### src/rtl/core/mpsm_pkg.sv
`timescale 1ns / 1ps
// Shared types, codes and helpers of the multi-pattern string matcher.
package mpsm_pkg;

   // Default sizes of the trie
   localparam int MAX_VERTICES_DEF            = 64;
   localparam int MAX_EDGES_PER_VERTEX_DEF    = 8;
   localparam int MAX_PATTERNS_DEF            = 16;
   localparam int MAX_PATTERNS_PER_VERTEX_DEF = 4;

   // Command codes
   localparam logic [1:0] CMD_CLEAR   = 2'd0;
   localparam logic [1:0] CMD_PATTERN = 2'd1;
   localparam logic [1:0] CMD_BUILD   = 2'd2;
   localparam logic [1:0] CMD_TEXT    = 2'd3;

   // Result kinds
   localparam logic [1:0] KIND_MATCH  = 2'd0;
   localparam logic [1:0] KIND_ACCEPT = 2'd1;
   localparam logic [1:0] KIND_REJECT = 2'd2;
   localparam logic [1:0] KIND_DONE   = 2'd3;

   // Symbol code of a byte that is no letter
   localparam logic [4:0] NO_LETTER = 5'd26;

   // Most match beats one text character may give
   localparam int RESULT_LIMIT = 16;

   typedef struct packed {
      logic [1:0] command;
      logic [7:0] char_code;
      logic       first;
      logic       last;
      logic [7:0] pattern_length;
   } req_item_type;

   typedef struct packed {
      logic [1:0]  kind;
      logic [3:0]  pattern_index;
      logic [15:0] text_position;
      logic        last_res;
   } rsp_item_type;

   // Classified item handed from the front to the engine
   typedef struct packed {
      logic [1:0] command;
      logic [4:0] symbol;
      logic       first;
      logic       last;
      logic [7:0] pattern_length;
   } job_type;

   // Fold upper and lower case onto one symbol 0..25
   function automatic logic [4:0] letter_of(input logic [7:0] c);
      logic [7:0] d;
      begin
         d = 8'd0;
         if (c inside {[8'h41:8'h5A]}) begin
            d = c - 8'h41;
         end else if (c inside {[8'h61:8'h7A]}) begin
            d = c - 8'h61;
         end else begin
            d = {3'd0, NO_LETTER};
         end
         return d[4:0];
      end
   endfunction

endpackage

### src/rtl/core/mpsm_front.sv
`timescale 1ns / 1ps
// Front end: takes request beats, classifies the character and queues jobs.
module mpsm_front
   import mpsm_pkg::*;
(
   input  logic         clock,
   input  logic         reset,
   input  logic         req_valid,
   output logic         req_stall,
   input  req_item_type req_item,
   output logic         job_valid,
   input  logic         job_pop,
   output job_type      job
);

   job_type    slot_ff [2];
   logic       wr_ptr_ff;
   logic       wr_ptr_in;
   logic       rd_ptr_ff;
   logic       rd_ptr_in;
   logic [1:0] count_ff;
   logic [1:0] count_in;
   logic       push;
   logic       pop;
   job_type    classified;

   // Classify the incoming beat
   always_comb begin
      classified.command        = req_item.command;
      classified.symbol         = letter_of(req_item.char_code);
      classified.first          = req_item.first;
      classified.last           = req_item.last;
      classified.pattern_length = req_item.pattern_length;
   end

   assign req_stall = (count_ff == 2'd2);
   assign job_valid = (count_ff != 2'd0);
   assign job       = slot_ff[rd_ptr_ff];
   assign push      = req_valid && !req_stall;
   assign pop       = job_pop && job_valid;

   // Advance pointers and fill level
   always_comb begin
      wr_ptr_in = push ? ~wr_ptr_ff : wr_ptr_ff;
      rd_ptr_in = pop ? ~rd_ptr_ff : rd_ptr_ff;
      count_in  = count_ff;
      if (push && !pop) begin
         count_in = count_ff + 2'd1;
      end else if (pop && !push) begin
         count_in = count_ff - 2'd1;
      end
   end

   always_ff @(posedge clock) begin
      if (reset) begin
         wr_ptr_ff <= 1'b0;
         rd_ptr_ff <= 1'b0;
         count_ff  <= 2'd0;
      end else begin
         wr_ptr_ff <= wr_ptr_in;
         rd_ptr_ff <= rd_ptr_in;
         count_ff  <= count_in;
      end
   end

   // Store the queued payload
   always_ff @(posedge clock) begin
      if (push) begin
         slot_ff[wr_ptr_ff] <= classified;
      end
   end

endmodule

### config.mk
export PLATFORM = sky130hd
export DESIGN_NAME = mpsm_front
export DESIGN_NICKNAME = d
export VERILOG_FILES = /design/src/rtl/core/mpsm_pkg.sv /design/src/rtl/core/mpsm_front.sv
export SDC_FILE = /design/constraint.sdc
export NUM_CORES = 1
export LEC_CHECK = 0
export BUFFER_PORTS_ARGS = -buffer_cell sky130_fd_sc_hd__buf_2
export CAP_MARGIN = 20
export CORE_ASPECT_RATIO = 0.7
export CORE_UTILIZATION = 35
export CTS_CLUSTER_SIZE = 30
export DETAILED_ROUTE_END_ITERATION = 16
export HOLD_SLACK_MARGIN = 0.15
export SYNTH_ARGS = -nofsm -noshare
export SYNTH_HDL_FRONTEND = slang
export SYNTH_SLANG_ARGS = --single-unit
export TNS_END_PERCENT = 5
### constraint.sdc
create_clock -name clock -period 3.8 [get_ports clock]
set_input_delay 1.14 -clock clock [delete_from_list [all_inputs] [get_ports clock]]
set_output_delay 1.14 -clock clock [all_outputs]
set_load 0.1 [all_outputs]
==> summary.md <==
| Metric | Value |
|---|---|
| Leakage Power | between 0.7 and 0.8 nW |
| Setup crit end kind | output pin |
| Total power after layout | about 1.6 mW |
| CTS tree | built |
| Antenna violations before repair | 0 |
| CP arrival | ~1.8 ns |
| Commonest non-fill, non-tap cell in the layout | buf_2 |
| Final setup violation count | 0 |
| Clock transition at the registers of the reported paths | roughly 0.07 ns |
| Worst Setup Path Type | register to output pin |
| CTS H-tree depth | 2 |
| Max Cap Violations | 0 |
| Final Util | approximately 45% |
| ANT cells | 0 |
| Clock Latency Late Sink | 0.29 ns |
| Initial core utilization | approximately 37% |
| Number of synthesized flops with an enable pin | 34 |
| Ys flop type | edfxtp_1 |
| GRT Total Usage | 12.4% |
| Clock Path Buffers | 2 |
| Fin area | ~0.0020 mm² |
| Gpl congestion | roughly 0.71 |
| Critical path's top delay family | flip-flops |
| Final Max Slew Viols | 0 |
| Vias per std cell | between 4 and 5 |
| Hold Path Depth | 2 |
| Commonest non-fill, non-tap cells in the layout | buf_2, edfxtp_1, mux2_2, clkbuf_8 |
| Pwr Density | just over 800 mW/mm² |
| Share of layout cells above drive strength 1 | 46.7% |
| Placed Instances | a little under 200 |
| Fin crit share | 78.4% |
| Die H | roughly 59 µm |
| PortBufs | between 40 and 50 |
| Post-layout nets | 179 |
| Final Hold Fails | 0 |
| Stages on worst setup path | 2 |
| FILL cells | approximately 420 |
| Routed length per instance | 13.8 µm |
| F_max | 336 MHz |
| Fin crit period | slightly below 3 ns |
| Synthesized area | around 0.0017 mm² |
| Share of the synthesized area in the top cell type | 61.9% |
| Largest area contributor in the netlist | edfxtp_1 |
| Site Rows | 20 |
| Core area | 0.00443 mm² |
| Boundary pin count | 43 |
| Min-Delay Path Class | register to register |
| Largest net degree at the start of global routing | 18 |
| Final non-filler cell total | 207 |
| Synth Register Bits | 39 |
| Startpoint Class | register |
| Clock Tree Root | clkbuf_8 |
| Post-route setup TNS | 0 ns |
| # DRC | 2 |
| Slowest-stage cell, CP | dfxtp_1 |
| Post-Syn Instances | around 100 |
| DIE AREA | around 0.0050 mm² |
| Avg Cell Area, Syn | 15.9 µm² |
| RSZ-0062 raised after global routing | no |
| CP Max Fanout | 17 |
| Worst slew margin | 45.4% |
| First-pass DRT Iterations | 10 |
| Vias in the first global route | between 1000 and 1500 |
| Worst path bufs/invs | 1 |
| Final worst slack | slightly above 0.8 ns |
| Worst-Margin Slew | just over 0.8 ns |
| Synthesized Nets | between 100 and 150 |
| Pre-CTS setup slack | between 1 and 1.5 ns |
| Reg area | between 0.001 and 0.0015 mm² |
| Cts bufs inserted | 5 |
| Vias post-DR | slightly below 1000 |
| Status | finished with violations |
| Fin Hold WS | around 0.50 ns |
| Dpl cell area | 0.00192 mm² |
| Area growth syn-to-layout | 21.7% |
| Post-cts resize count | 0 |
| DRT iter0 DRCs | 43 |
| Grt ovf | 0 |
| Sequential fraction of the synthesis area | about two thirds |
| Area occupied by multi-input gates | ~500 µm² |
| Worst Skew | ~0.0049 ns |
| DRT Wirelength | about 2800 µm |
| Die width | around 84 µm |
| Yosys warnings | 0 |
| ANT nets after route | 0 |
| WP data required | 2.66 ns |
| Reg2Reg Depth | 3 |
| Sink Count | 39 |
| Failing checks | design-rule violations |
| Maximum VDD drop | 0.362 mV |
| Hold Buf Count CTS | 0 |
| Synth area leaders | edfxtp_1, mux2_2, dfxtp_1, ha_1, xor2_1 |
| Distinct cells, synth | 30 |
| Ys async rst share | 0% |
| Slowest stage delay, CP | 0.84 ns |
| First-pass GRT wire length | around 4600 µm |
| Dpl hpwl | about 2000 µm |
| Crit-path cells | mux2_2, buf_2 |
| Post-CTS setup buffers | 0 |
layout make-up:
cell class | instances | area share [%]
clock inverters | 1 | 0.249
multi-input cells | 59 | 25.0
repair buffers | 42 | 10.5
inverters | 4 | 0.748
clock buffers | 7 | 4.30
flip-flops and latches | 39 | 55.8
well taps | 55 | 3.43
worst register-to-register path: cells and delay by family, from the launching register on:
kind,cells,cell delay (ns)
buffers and inverters,1,0.57
DFF,1,0.41
and+or+nand+nor,2,0.45
synth_stat cells (2+ instances only):
| cell | instances |
|---|---|
| nand2b_1 | 2 |
| a21oi_1 | 3 |
| o211ai_1 | 2 |
| edfxtp_1 | 34 |
| nor2_1 | 5 |
| dfxtp_1 | 5 |
| nor2b_1 | 2 |
| o21ai_0 | 3 |
| xnor2_1 | 2 |
| or3_1 | 2 |
| xor2_1 | 3 |
| inv_1 | 4 |
| ha_1 | 4 |
| mux2_2 | 17 |
final timing paths:
kind,start,to,slack (ns)
max,register,job[10],0.82
max reg2reg,count_ff[0],slot_ff[0][3],2.00
min,wr_ptr_ff,wr_ptr_ff,0.50
min reg2reg,wr_ptr_ff,wr_ptr_ff,0.50
routing by layer:
| metal | vias to the layer above | routed length, µm | share of wire (%) | GRT usage, % |
|---|---|---|---|---|
| met1 | 475 | 1290 | 45 | 15.2 |
| met5 | - | 0 | 0 | 0 |
| li1 | 485 | - | - | - |
| met3 | 5 | 169 | 5.9 | 4.46 |
| met2 | 29 | 1350 | 47 | 20.4 |
| met4 | 0 | 41 | 1.4 | 5.17 |
where the power goes:
group / internal, mW / total (mW) / switching, mW
clock: 0.146 / 0.282 / 0.136
combinational: 0.152 / 0.769 / 0.616
sequential: 0.540 / 0.588 / 0.0478
total: 0.839 / 1.64 / 0.800
sequential cells by signal, indices dropped and copies added, names as in the netlist, named ones only:
register	count
count_ff	2
rd_ptr_ff	1
slot_ff	34
wr_ptr_ff	1
cells by family after synthesis:
kind of cell	synth area share [%]
xor gates and xnor gates	2.65
and+or+nand+nor	6.37
DFF	67.9
AOI/OAI and AO/OA	6.75
adders and majority gates	3.03
buffers and inverters	1.67
muxes	11.6
Note: power is estimated with default switching activity, not from simulation.
